--- config.mk ---
export PLATFORM = sky130hd
export DESIGN_NAME = tga_uncompressed_pixel_decoder_unit
export DESIGN_NICKNAME = d
export VERILOG_FILES = /design/src/tga_pkg.sv /design/src/tga_uncompressed_pixel_decoder_unit.sv
export SDC_FILE = /design/constraint.sdc
export NUM_CORES = 1
export LEC_CHECK = 0
export ABC_AREA = 1
export BUFFER_PORTS_ARGS = -buffer_cell sky130_fd_sc_hd__clkbuf_2
export CAP_MARGIN = 15
export CORE_MARGIN = 4
export CORE_UTILIZATION = 50
export CTS_CLUSTER_DIAMETER = 200
export DETAILED_ROUTE_END_ITERATION = 6
export HOLD_SLACK_MARGIN = 0.03
export PLACE_DENSITY_LB_ADDON = 0.12
export SYNTH_ARGS = -nofsm -noshare
export SYNTH_HDL_FRONTEND = slang
export SYNTH_SLANG_ARGS = --single-unit
--- constraint.sdc ---
create_clock -name i_clk -period 7.25 [get_ports i_clk]
set_clock_uncertainty 0.1 [all_clocks]
set_input_delay 1.45 -clock i_clk [delete_from_list [all_inputs] [get_ports i_clk]]
set_output_delay 1.45 -clock i_clk [all_outputs]
set_load 0.01 [all_outputs]
--- src/tga_pkg.sv ---
// Shared types and constants for the uncompressed truecolor TGA pixel decoder.
// Holds the input and result transfer structs and the header field offsets.
// No dependencies.
package tga_pkg;

    localparam int unsigned HEADER_LEN = 18;

    // Header byte offsets (16-bit fields are little-endian)
    localparam logic [4:0] HDR_ID_LENGTH   = 5'd0;
    localparam logic [4:0] HDR_CMAP_KIND   = 5'd1;
    localparam logic [4:0] HDR_IMAGE_KIND  = 5'd2;
    localparam logic [4:0] HDR_CMAP_LEN_LO = 5'd5;
    localparam logic [4:0] HDR_CMAP_LEN_HI = 5'd6;
    localparam logic [4:0] HDR_CMAP_BITS   = 5'd7;
    localparam logic [4:0] HDR_WIDTH_LO    = 5'd12;
    localparam logic [4:0] HDR_WIDTH_HI    = 5'd13;
    localparam logic [4:0] HDR_HEIGHT_LO   = 5'd14;
    localparam logic [4:0] HDR_HEIGHT_HI   = 5'd15;
    localparam logic [4:0] HDR_DEPTH       = 5'd16;
    localparam logic [4:0] HDR_LAST        = 5'(HEADER_LEN - 1);

    localparam logic [7:0] DEPTH_24        = 8'd24;
    localparam logic [7:0] DEPTH_32        = 8'd32;
    localparam logic [7:0] KIND_TRUECOLOR  = 8'd2;
    localparam logic [7:0] ALPHA_OPAQUE    = 8'hFF;

    typedef struct packed {
        logic [7:0] data_byte;
        logic       first_byte;
    } t_in_item;

    typedef struct packed {
        logic [15:0] pixel_x;
        logic [15:0] pixel_y;
        logic [31:0] pixel_color;
        logic        last_pixel;
        logic        unsupported_type;
    } t_out_item;

endpackage

--- src/tga_uncompressed_pixel_decoder_unit.sv ---
// Top level of the uncompressed truecolor TGA pixel decoder.
// Depends on tga_pkg for the transfer structs and header constants.
//
// A pixel result is registered into the output register on the transfer of its
//   final byte, or parked in the skid stage when the output register is full and stalled.
// Throughput: one byte per cycle while o_in_stall is low. o_in_stall rises only when a
//   result sits in the skid stage because the output register is full and stalled; it drops once that result moves on.
// Reset (i_rst_n low, synchronous): header capture from byte 0, all captured
//   header fields and pixel counters cleared, output and skid stages empty.
module tga_uncompressed_pixel_decoder_unit
    import tga_pkg::*;
(
    input  logic      i_clk,
    input  logic      i_rst_n,
    input  logic      i_in_valid,
    input  t_in_item  i_in_item,
    output logic      o_in_stall,
    output logic      o_out_valid,
    output t_out_item o_out_item,
    input  logic      i_out_stall
);

    typedef enum logic [1:0] {
        PH_HEADER,
        PH_SKIP,
        PH_PIXELS,
        PH_DONE
    } t_phase;

    // Decoder state
    t_phase      r_phase,      n_phase;
    logic [4:0]  r_hdr_idx,    n_hdr_idx;
    logic [7:0]  r_id_len,     n_id_len;
    logic [7:0]  r_cmap_kind,  n_cmap_kind;
    logic [15:0] r_cmap_len,   n_cmap_len;
    logic [7:0]  r_cmap_bits,  n_cmap_bits;
    logic [7:0]  r_img_kind,   n_img_kind;
    logic [15:0] r_width,      n_width;
    logic [15:0] r_height,     n_height;
    logic [7:0]  r_depth,      n_depth;
    logic [23:0] r_skip,       n_skip;
    logic [1:0]  r_pix_idx,    n_pix_idx;
    logic [23:0] r_accum,      n_accum;
    logic [15:0] r_col,        n_col;
    logic [15:0] r_row,        n_row;

    // Output register and skid stage
    logic        r_out_valid;
    t_out_item   r_out_item;
    logic        r_skid_valid;
    t_out_item   r_skid_item;

    logic        w_accept;
    logic        w_res_valid;
    t_out_item   w_res;

    // Never take a byte while the skid stage is holding a result.
    assign o_in_stall  = r_skid_valid;
    assign w_accept    = i_in_valid && !r_skid_valid;
    assign o_out_valid = r_out_valid;
    assign o_out_item  = r_out_item;

    always_comb begin
        logic        first;
        logic [7:0]  b;
        t_phase      e_phase;
        logic [4:0]  e_hdr_idx;
        logic [5:0]  entry_bytes;
        logic [21:0] cmap_bytes;
        logic [23:0] skip_total;
        logic        pixels_ok;
        logic [2:0]  next_idx;
        logic [2:0]  nbytes;
        logic [23:0] color24;
        logic [16:0] col_inc;
        logic [16:0] row_inc;
        logic        last;

        first = w_accept && i_in_item.first_byte;
        b     = i_in_item.data_byte;

        // A transferred first byte restarts the image: act on cleared state.
        e_phase   = first ? PH_HEADER : r_phase;
        e_hdr_idx = first ? 5'd0 : r_hdr_idx;
        n_phase     = e_phase;
        n_hdr_idx   = e_hdr_idx;
        n_id_len    = first ? 8'd0  : r_id_len;
        n_cmap_kind = first ? 8'd0  : r_cmap_kind;
        n_cmap_len  = first ? 16'd0 : r_cmap_len;
        n_cmap_bits = first ? 8'd0  : r_cmap_bits;
        n_img_kind  = first ? 8'd0  : r_img_kind;
        n_width     = first ? 16'd0 : r_width;
        n_height    = first ? 16'd0 : r_height;
        n_depth     = first ? 8'd0  : r_depth;
        n_skip      = first ? 24'd0 : r_skip;
        n_pix_idx   = first ? 2'd0  : r_pix_idx;
        n_accum     = first ? 24'd0 : r_accum;
        n_col       = first ? 16'd0 : r_col;
        n_row       = first ? 16'd0 : r_row;

        entry_bytes = 6'(({1'b0, n_cmap_bits} + 9'd7) >> 3);
        cmap_bytes  = n_cmap_len * entry_bytes;
        skip_total  = 24'(n_id_len) + ((n_cmap_kind != 8'd0) ? 24'(cmap_bytes) : 24'd0);
        pixels_ok   = ((n_depth == DEPTH_24) || (n_depth == DEPTH_32))
                      && (n_width != 16'd0) && (n_height != 16'd0);

        next_idx = 3'(r_pix_idx) + 3'd1;
        nbytes   = (r_depth == DEPTH_32) ? 3'd4 : 3'd3;
        color24  = r_accum;
        case (r_pix_idx)
            2'd0:    color24[7:0]   = b;
            2'd1:    color24[15:8]  = b;
            2'd2:    color24[23:16] = b;
            default: color24 = r_accum;   // alpha byte: drop
        endcase
        col_inc = {1'b0, r_col} + 17'd1;
        row_inc = {1'b0, r_row} + 17'd1;
        last    = (col_inc == {1'b0, r_width}) && (row_inc == {1'b0, r_height});

        w_res_valid = 1'b0;
        w_res.pixel_x          = r_col;
        w_res.pixel_y          = r_row;
        w_res.pixel_color      = {(r_depth == DEPTH_32) ? ALPHA_OPAQUE : 8'd0, color24};
        w_res.last_pixel       = last;
        w_res.unsupported_type = (r_img_kind != KIND_TRUECOLOR);

        if (w_accept) begin
            case (e_phase)
                PH_HEADER: begin
                    case (e_hdr_idx)
                        HDR_ID_LENGTH:   n_id_len          = b;
                        HDR_CMAP_KIND:   n_cmap_kind       = b;
                        HDR_IMAGE_KIND:  n_img_kind        = b;
                        HDR_CMAP_LEN_LO: n_cmap_len[7:0]   = b;
                        HDR_CMAP_LEN_HI: n_cmap_len[15:8]  = b;
                        HDR_CMAP_BITS:   n_cmap_bits       = b;
                        HDR_WIDTH_LO:    n_width[7:0]      = b;
                        HDR_WIDTH_HI:    n_width[15:8]     = b;
                        HDR_HEIGHT_LO:   n_height[7:0]     = b;
                        HDR_HEIGHT_HI:   n_height[15:8]    = b;
                        HDR_DEPTH:       n_depth           = b;
                        default:         n_depth           = n_depth;
                    endcase
                    n_hdr_idx = e_hdr_idx + 5'd1;
                    if (e_hdr_idx == HDR_LAST) begin
                        n_hdr_idx = 5'd0;
                        n_skip    = skip_total;
                        if (skip_total != 24'd0) begin
                            n_phase = PH_SKIP;
                        end else begin
                            n_phase = pixels_ok ? PH_PIXELS : PH_DONE;
                        end
                    end
                end
                PH_SKIP: begin
                    n_skip = r_skip - 24'd1;
                    if (n_skip == 24'd0) begin
                        n_phase = pixels_ok ? PH_PIXELS : PH_DONE;
                    end
                end
                PH_PIXELS: begin
                    if (next_idx < nbytes) begin
                        n_pix_idx = next_idx[1:0];
                        n_accum   = color24;
                    end else begin
                        n_pix_idx   = 2'd0;
                        n_accum     = 24'd0;
                        w_res_valid = 1'b1;
                        if (last) begin
                            n_phase = PH_DONE;
                        end else if (col_inc >= {1'b0, r_width}) begin
                            n_col = 16'd0;
                            n_row = row_inc[15:0];
                        end else begin
                            n_col = col_inc[15:0];
                        end
                    end
                end
                default: n_phase = e_phase;   // done: drop bytes until restart
            endcase
        end
    end

    always_ff @(posedge i_clk) begin
        if (!i_rst_n) begin
            r_phase      <= PH_HEADER;
            r_hdr_idx    <= '0;
            r_id_len     <= '0;
            r_cmap_kind  <= '0;
            r_cmap_len   <= '0;
            r_cmap_bits  <= '0;
            r_img_kind   <= '0;
            r_width      <= '0;
            r_height     <= '0;
            r_depth      <= '0;
            r_skip       <= '0;
            r_pix_idx    <= '0;
            r_accum      <= '0;
            r_col        <= '0;
            r_row        <= '0;
            r_out_valid  <= 1'b0;
            r_skid_valid <= 1'b0;
        end else begin
            r_phase     <= n_phase;
            r_hdr_idx   <= n_hdr_idx;
            r_id_len    <= n_id_len;
            r_cmap_kind <= n_cmap_kind;
            r_cmap_len  <= n_cmap_len;
            r_cmap_bits <= n_cmap_bits;
            r_img_kind  <= n_img_kind;
            r_width     <= n_width;
            r_height    <= n_height;
            r_depth     <= n_depth;
            r_skip      <= n_skip;
            r_pix_idx   <= n_pix_idx;
            r_accum     <= n_accum;
            r_col       <= n_col;
            r_row       <= n_row;

            if (!r_out_valid || !i_out_stall) begin
                // Output register free: refill from skid first, else from new result.
                if (r_skid_valid) begin
                    r_out_valid  <= 1'b1;
                    r_out_item   <= r_skid_item;
                    r_skid_valid <= 1'b0;
                end else begin
                    r_out_valid <= w_accept && w_res_valid;
                    r_out_item  <= w_res;
                end
            end else if (w_accept && w_res_valid) begin
                // Output held by stall: park the new result.
                r_skid_valid <= 1'b1;
                r_skid_item  <= w_res;
            end
        end
    end

endmodule

* After elaboration in Yosys (flattened, before gate mapping)
Index checks and enable logic that the tools add are counted.
Word-level totals: register bits after elaboration 311, logic and storage cells 165
Operators by class: add/sub/neg operators 7, multiply operators 1, magnitude comparators 2, equality and inequality tests 21, mux-type cells 83, bitwise gates (word level) 2, reduce and logical (&&, ||, !) cells 22
Operators with widths (number):
- 16-bit two-way mux | 21
- 8-bit two-way mux | 30
- 24-bit two-way mux | 7
- 66-bit two-way mux | 1
- 24-bit one-hot mux with 2 select lines | 1
- 16-bit by 1-bit adder with 17-bit output (second input constant) | 2
- 17-bit by 16-bit equality test with 1-bit output | 2
- 16-bit nonzero test | 2
- 24-bit zero test | 1
- 24-bit nonzero test | 1
- 24-bit by 1-bit subtractor with 24-bit output (second input constant) | 1
- 8-bit by 22-bit adder with 23-bit output | 1
- 16-bit by 6-bit multiplier with 22-bit output | 1
- 2-bit two-way mux | 11
- 22-bit two-way mux | 1
- 5-bit by 4-bit equality test with 1-bit output (second input constant) | 4
- 5-bit two-way mux | 4
- 17-bit by 16-bit >= comparator with 1-bit output | 1
- 8-bit by 6-bit equality test with 1-bit output (second input constant) | 2
- 5-bit by 3-bit equality test with 1-bit output (second input constant) | 3
- 5-bit equality test (second input constant) | 2
- 8-bit by 3-bit adder with 9-bit output (second input constant) | 1
- 8-bit by 5-bit equality test with 1-bit output (second input constant) | 1
- 8-bit by 2-bit != test with 1-bit output (second input constant) | 1
- other kinds (20) | 36

* Depth between registers and ports, before layout
word-level depth 13, depth in mapped cells 46

* Least setup slack after synthesis
No wires, ideal clock.
path kind input port to flip-flop, start point input port i_in_valid, end point register r_phase[0], arrival 7.006 ns, setup slack 0.012 ns, cell stages on the path 44, path buffers 1, cell sequence nand3_4 nand2_1 nand3_1 inv_1 nor2_1 inv_1 nor2_1 inv_1 nor2_1 inv_1 nor2_1 inv_1 nor2_2 inv_1 nand2_1 inv_1 clkbuf_1 nand2_1 [8 not listed] xnor2_1 nor2_1 ha_1 nand2_1 nor3_1 nand2_1 nand2_1 nand4_1 nor2_1 nand2_1 nor2_2 nand3_1 nand2_1 nand3_1 nor2_1 nand3_1 nand2_1 a21oi_1
Between the ends: word-level cells in the longest chain between the ends 12
Ends and longest elaborated chain:
- start, declared | line tga_uncompressed_pixel_decoder_unit.sv:15 | input logic i_in_valid,
- 1-bit logical AND (*) | line tga_uncompressed_pixel_decoder_unit.sv:59 | assign w_accept = i_in_valid && !r_skid_valid;
- 1-bit logical AND | line tga_uncompressed_pixel_decoder_unit.sv:79 | first = w_accept && i_in_item.first_byte;
- 8-bit two-way mux (on tied branches) | line tga_uncompressed_pixel_decoder_unit.sv:90, tga_uncompressed_pixel_decoder_unit.sv:94
- 8-bit by 3-bit adder with 9-bit output (tied with other cells) | line tga_uncompressed_pixel_decoder_unit.sv:101 | entry_bytes = 6'(({1'b0, n_cmap_bits} + 9'd7) >> 3);
- 16-bit by 6-bit multiplier with 22-bit output / 1-bit logical OR (equally long branches) | line tga_uncompressed_pixel_decoder_unit.sv:102, tga_uncompressed_pixel_decoder_unit.sv:104
- 22-bit two-way mux / 1-bit logical AND (equally long branches) | line tga_uncompressed_pixel_decoder_unit.sv:103, tga_uncompressed_pixel_decoder_unit.sv:105
- 8-bit by 22-bit adder with 23-bit output / 1-bit logical AND (equally long branches) | line tga_uncompressed_pixel_decoder_unit.sv:103, tga_uncompressed_pixel_decoder_unit.sv:105
- 24-bit nonzero test / 1-bit two-way mux (equally long branches) | line tga_uncompressed_pixel_decoder_unit.sv:148, tga_uncompressed_pixel_decoder_unit.sv:151, tga_uncompressed_pixel_decoder_unit.sv:158
- 2-bit two-way mux | line tga_uncompressed_pixel_decoder_unit.sv:148 | if (skip_total != 24'd0) begin
- 2-bit two-way mux | line tga_uncompressed_pixel_decoder_unit.sv:145 | if (e_hdr_idx == HDR_LAST) begin
- 2-bit one-hot mux with 3 select lines | line tga_uncompressed_pixel_decoder_unit.sv:128 | case (e_phase)
- 2-bit two-way mux (*) | line tga_uncompressed_pixel_decoder_unit.sv:127 | if (w_accept) begin
- end signal, assigned | line tga_uncompressed_pixel_decoder_unit.sv:204 | r_phase <= n_phase;
- end, declared | line tga_uncompressed_pixel_decoder_unit.sv:31 | t_phase r_phase, n_phase;
Mark *: on every way between the ends. The rest lies on a longest branch, timed or not. A chain may end at the register's enable or synchronous reset.

* Worst setup path after layout
start point input port i_in_item[0] in the netlist's numbering, end point register r_phase[0]
Between the ends: word-level cells in the longest chain between the ends 11
Ends and longest elaborated chain:
- start, declared | line tga_uncompressed_pixel_decoder_unit.sv:16 | input t_in_item i_in_item,
- 1-bit logical AND (*) | line tga_uncompressed_pixel_decoder_unit.sv:79
- 8-bit two-way mux (on tied branches) | line tga_uncompressed_pixel_decoder_unit.sv:90, tga_uncompressed_pixel_decoder_unit.sv:94
- 8-bit by 3-bit adder with 9-bit output (tied with other cells) | line tga_uncompressed_pixel_decoder_unit.sv:101
- 16-bit by 6-bit multiplier with 22-bit output / 1-bit logical OR (equally long branches) | line tga_uncompressed_pixel_decoder_unit.sv:102, tga_uncompressed_pixel_decoder_unit.sv:104
- 22-bit two-way mux / 1-bit logical AND (equally long branches) | line tga_uncompressed_pixel_decoder_unit.sv:103, tga_uncompressed_pixel_decoder_unit.sv:105
- 8-bit by 22-bit adder with 23-bit output / 1-bit logical AND (equally long branches) | line tga_uncompressed_pixel_decoder_unit.sv:103, tga_uncompressed_pixel_decoder_unit.sv:105
- 24-bit nonzero test / 1-bit two-way mux (equally long branches) | line tga_uncompressed_pixel_decoder_unit.sv:148, tga_uncompressed_pixel_decoder_unit.sv:151, tga_uncompressed_pixel_decoder_unit.sv:158
- 2-bit two-way mux | line tga_uncompressed_pixel_decoder_unit.sv:148
- 2-bit two-way mux | line tga_uncompressed_pixel_decoder_unit.sv:145
- 2-bit one-hot mux with 3 select lines | line tga_uncompressed_pixel_decoder_unit.sv:128
- 2-bit two-way mux (*) | line tga_uncompressed_pixel_decoder_unit.sv:127
Marks and branches as above.

==> flow_metrics.env <==
export IMPL_crit_buf_inv=8
export IMPL_die_x_um=200
export IMPL_antenna_left=0
export IMPL_wl_met3_mm=2.77
export IMPL_period_minus_slack_ns=6.85
export IMPL_setup_violations=0
export IMPL_synth_seq_cells=297
export IMPL_gr_total_overflow=0
export IMPL_clock_latency_ns=0.51
export IMPL_cp_top_family="simple AND/OR/NAND/NOR gates"
export IMPL_hold_violations=0
export IMPL_tightest_slew_ns=0.968
export IMPL_nNetsFinal=2681
export IMPL_routed_wirelength_mm=50.9
export IMPL_fp_row_count=70
export IMPL_cts_buffers_inserted=34
export IMPL_setup_worst_path_start_class="primary input"
export IMPL_arrival_ns=7.11
export IMPL_cts_sinks=297
export IMPL_clkTransAtPathRegs_ns=0.06
export IMPL_wire_per_inst_um=16.8
export IMPL_seq_area_frac_synth=0.385
export IMPL_drv_slew=0
export IMPL_hp_class="flip-flop to flip-flop"
export IMPL_antenna_found_initial=0
export IMPL_grt_max_degree=115
export IMPL_fmax_mhz=146
export IMPL_syn_num_nets=2574
export IMPL_end_kind="flip-flop"
export IMPL_power_density_nw_per_um2=179
export IMPL_critPathMaxStageDelay_ns=0.56
export IMPL_cts_max_level=2
export IMPL_insertedDiodeCount=0
export IMPL_max_cap_violations=0
export IMPL_max_slew_margin=0.355
export IMPL_drtIter0Drc=1261
export IMPL_die_area_um2=40200
export IMPL_synth_cells=2434
export IMPL_hpwl_mm=37.2
export IMPL_grt_pass1_vias=15870
export IMPL_drive_gt1_frac=0.119
export IMPL_path_class="primary input to flip-flop"
export IMPL_dieHeight_um=200
export IMPL_synthesis_area_um2=18500
export IMPL_io_buffers=80
export IMPL_final_area_um2=20900
export IMPL_top_layer_used="met4"
export IMPL_syn_area_per_cell_um2=7.60
export IMPL_vdd_ir_drop_max_mv=0.128
export IMPL_start_util=0.507
export IMPL_drc=0
export IMPL_startpoint="i_in_item[0]"
export IMPL_crit_end="r_phase[0]"
export IMPL_min_from="r_cmap_bits[1]"
export IMPL_hold_depth=2
export IMPL_yosysTopAreaCell="dfxtp_1"
export IMPL_outcome="finished clean"
export IMPL_wl_met2_mm=24.2
export IMPL_track_usage=0.247
export IMPL_synth_ff_type="dfxtp_1"
export IMPL_setup_tns_final_ns=0
export IMPL_r2r_end="r_phase[0]"
export IMPL_yosysWarnings=0
export IMPL_ys_types=58
export IMPL_cts_tree="done"
export IMPL_cpMaxStageDelayCell="fa_1"
export IMPL_synth_area_leaders="dfxtp_1 19%, edfxtp_1 19%, nand2_1 12%"
export IMPL_placed_area_um2=19700
export IMPL_cts_root_buf="clkbuf_16"
export IMPL_async_flop_share=0
export IMPL_worst_endpoint_required_ns=7.51
export IMPL_fp_coreArea_um2=36500
export IMPL_cts_buffer_depth=3
export IMPL_netlist_area_leader_share=0.194
export IMPL_grt_first_pass_wirelength_mm=82.7
export IMPL_gp_congestion=0.926
export IMPL_critical_path_depth=39
export IMPL_area_growth_pct=13.0
export IMPL_drt_met1_wl_mm=22.4
export IMPL_vias=16592
export IMPL_r2r_slack_ns=0.91
export IMPL_via_per_inst=5.47
export IMPL_rr_worst_depth=41
export IMPL_synth_edf_count=118
export IMPL_num_io_pins=81
export IMPL_cp_max_fo=10
export IMPL_timing_rr_start="o_in_stall"
export IMPL_p_leak_nw=8.92
export IMPL_drt_pass1_iter_count=5
export IMPL_final_period_utilization=0.945
==> stage by stage <==
stage | power [W] | worst slack, ns | cells | util | hold WS (ns)
final | 0.00374 | 0.399 | 3034 | 0.572 | 0.373
after global routing | 0.00387 | -0.0651 | 3034 | 0.572 | 0.382
after CTS | 0.00377 | 0.245 | 3032 | 0.569 | 0.375
after detailed placement | 0.00213 | -0.257 | 2971 | 0.540 | 0.366
after global placement | 0.00213 | -0.184 | 2971 | 0.540 | 0.365
after floorplan | 0.00203 | 0.0118 | 2434 | - | 0.345
==> how the worst min path moves through the flow <==
stage / endpoint / slack, ns
finish: r_cmap_bits[1] / 0.37
global route: r_cmap_bits[1] / 0.38
CTS: r_cmap_bits[1] / 0.37
detailed placement: r_cmap_bits[1] / 0.37
global placement: r_id_len[5] / 0.37
floorplan: r_cmap_bits[1] / 0.35
==> layout by cell type (no fill, tap or decap), types with 8 or more instances in the layout <==
| cell | Yosys | layout |
|---|---|---|
| nand4_1 | 40 | 40 |
| nor3_1 | 25 | 24 |
| a211oi_1 | 39 | 39 |
| nor4_1 | 15 | 15 |
| xor2_1 | 43 | 43 |
| clkbuf_16 | 0 | 35 |
| dfxtp_1 | 179 | 178 |
| nand2_1 | 576 | 566 |
| nand3b_1 | 8 | 8 |
| a221oi_1 | 33 | 33 |
| o21ai_0 | 146 | 146 |
| edfxtp_1 | 118 | 118 |
| ha_1 | 69 | 65 |
| clkinv_1 | 5 | 8 |
| fa_1 | 58 | 56 |
| clkbuf_1 | 63 | 10 |
| nand3_1 | 176 | 173 |
| clkbuf_2 | 0 | 80 |
| inv_2 | 19 | 19 |
| nand2_2 | 4 | 14 |
| a21oi_1 | 174 | 173 |
| nor2_2 | 17 | 23 |
| nor2_1 | 214 | 205 |
| buf_4 | 11 | 85 |
| xnor2_1 | 13 | 13 |
| inv_1 | 305 | 304 |
==> final cells by class <==
type	count	area, µm²
Clock buffer	47	941
Clock inverter	14	106
Fill cell	3497	15600
Inverter	329	1240
Multi-Input combinational cell	1714	9870
Sequential cell	297	7130
Tap cell	468	586
Timing Repair Buffer	165	1040
==> worst register-to-register path, delay by kind of cell, from the launching register on <==
family,cells,cell delay (ns)
XOR/XNOR,1,0.15
AND/OR/NAND/NOR,25,2.42
adder cells (fa/ha/maj),5,2.06
AO/OA/AOI/OAI,1,0.05
buffers and inverters,9,1.05
flip-flops,1,0.34
==> report_power, final <==
group	switching [W]	internal, W	total, W
sequential	0.0000200	0.00177	0.00179
clock	0.000687	0.000949	0.00164
combinational	0.000227	0.0000891	0.000316
total	0.000934	0.00280	0.00374
==> state kept, by name (all words and copies together), names as in the netlist, 5 cells and up <==
register and flops:
o_out_item 59, r_accum 24, r_cmap_bits 8, r_cmap_kind 8, r_cmap_len 16, r_col 16
r_depth 8, r_hdr_idx 5, r_height 16, r_id_len 8, r_img_kind 8, r_row 16
r_skid_item 59, r_skip 24, r_width 16
==> routing by layer <==
| layer | up-vias | global-route usage |
|---|---|---|
| met2 | 498 | 0.422 |
| met5 | - | 0 |
| met3 | 90 | 0.0278 |
| li1 | 8282 | - |
| met4 | 0 | 0.0767 |
| met1 | 7722 | 0.333 |
==> synth_stat cells (4+ instances only) <==
cell      number
or2_2          5
clkbuf_1      63
nand3b_1       8
nor2_1       214
inv_1        305
xor2_1        43
nor3_1        25
a41oi_1        5
nor4_1        15
edfxtp_1     118
xnor2_1       13
nor2_2        17
nand2_1      576
a211oi_1      39
dfxtp_1      179
ha_1          69
o211ai_1       5
buf_1          9
o21ai_1        4
buf_2         10
nand3_1      176
o31ai_1        4
a31oi_1        4
clkinv_1       5
nor2_4         4
inv_2         19
a21oi_1      174
fa_1          58
a221oi_1      33
o21ai_0      146
buf_4         11
nand4_1       40
nand2_2        4
==> cell families (layout without fill, tap and decap cells) <==
kind of cell | count (synthesis) | after routing | share of synthesized area
flip-flops | 297 | 297 | 0.385
AND/OR/NAND/NOR | 1102 | 1102 | 0.257
XOR/XNOR | 56 | 56 | 0.0265
AO/OA/AOI/OAI | 429 | 429 | 0.133
buffers and inverters | 423 | 555 | 0.0891
adder cells (fa/ha/maj) | 127 | 127 | 0.109
==> what timing repair did <==
item                                    4_1_cts  5_1_grt
endpoints found under the setup margin        0       13
endpoints found under the hold margin         0        0
hold buffers                                  0        0
resized for setup                             0       31
setup buffers                                 0        2
Note: power is estimated with default switching activity, not from simulation.
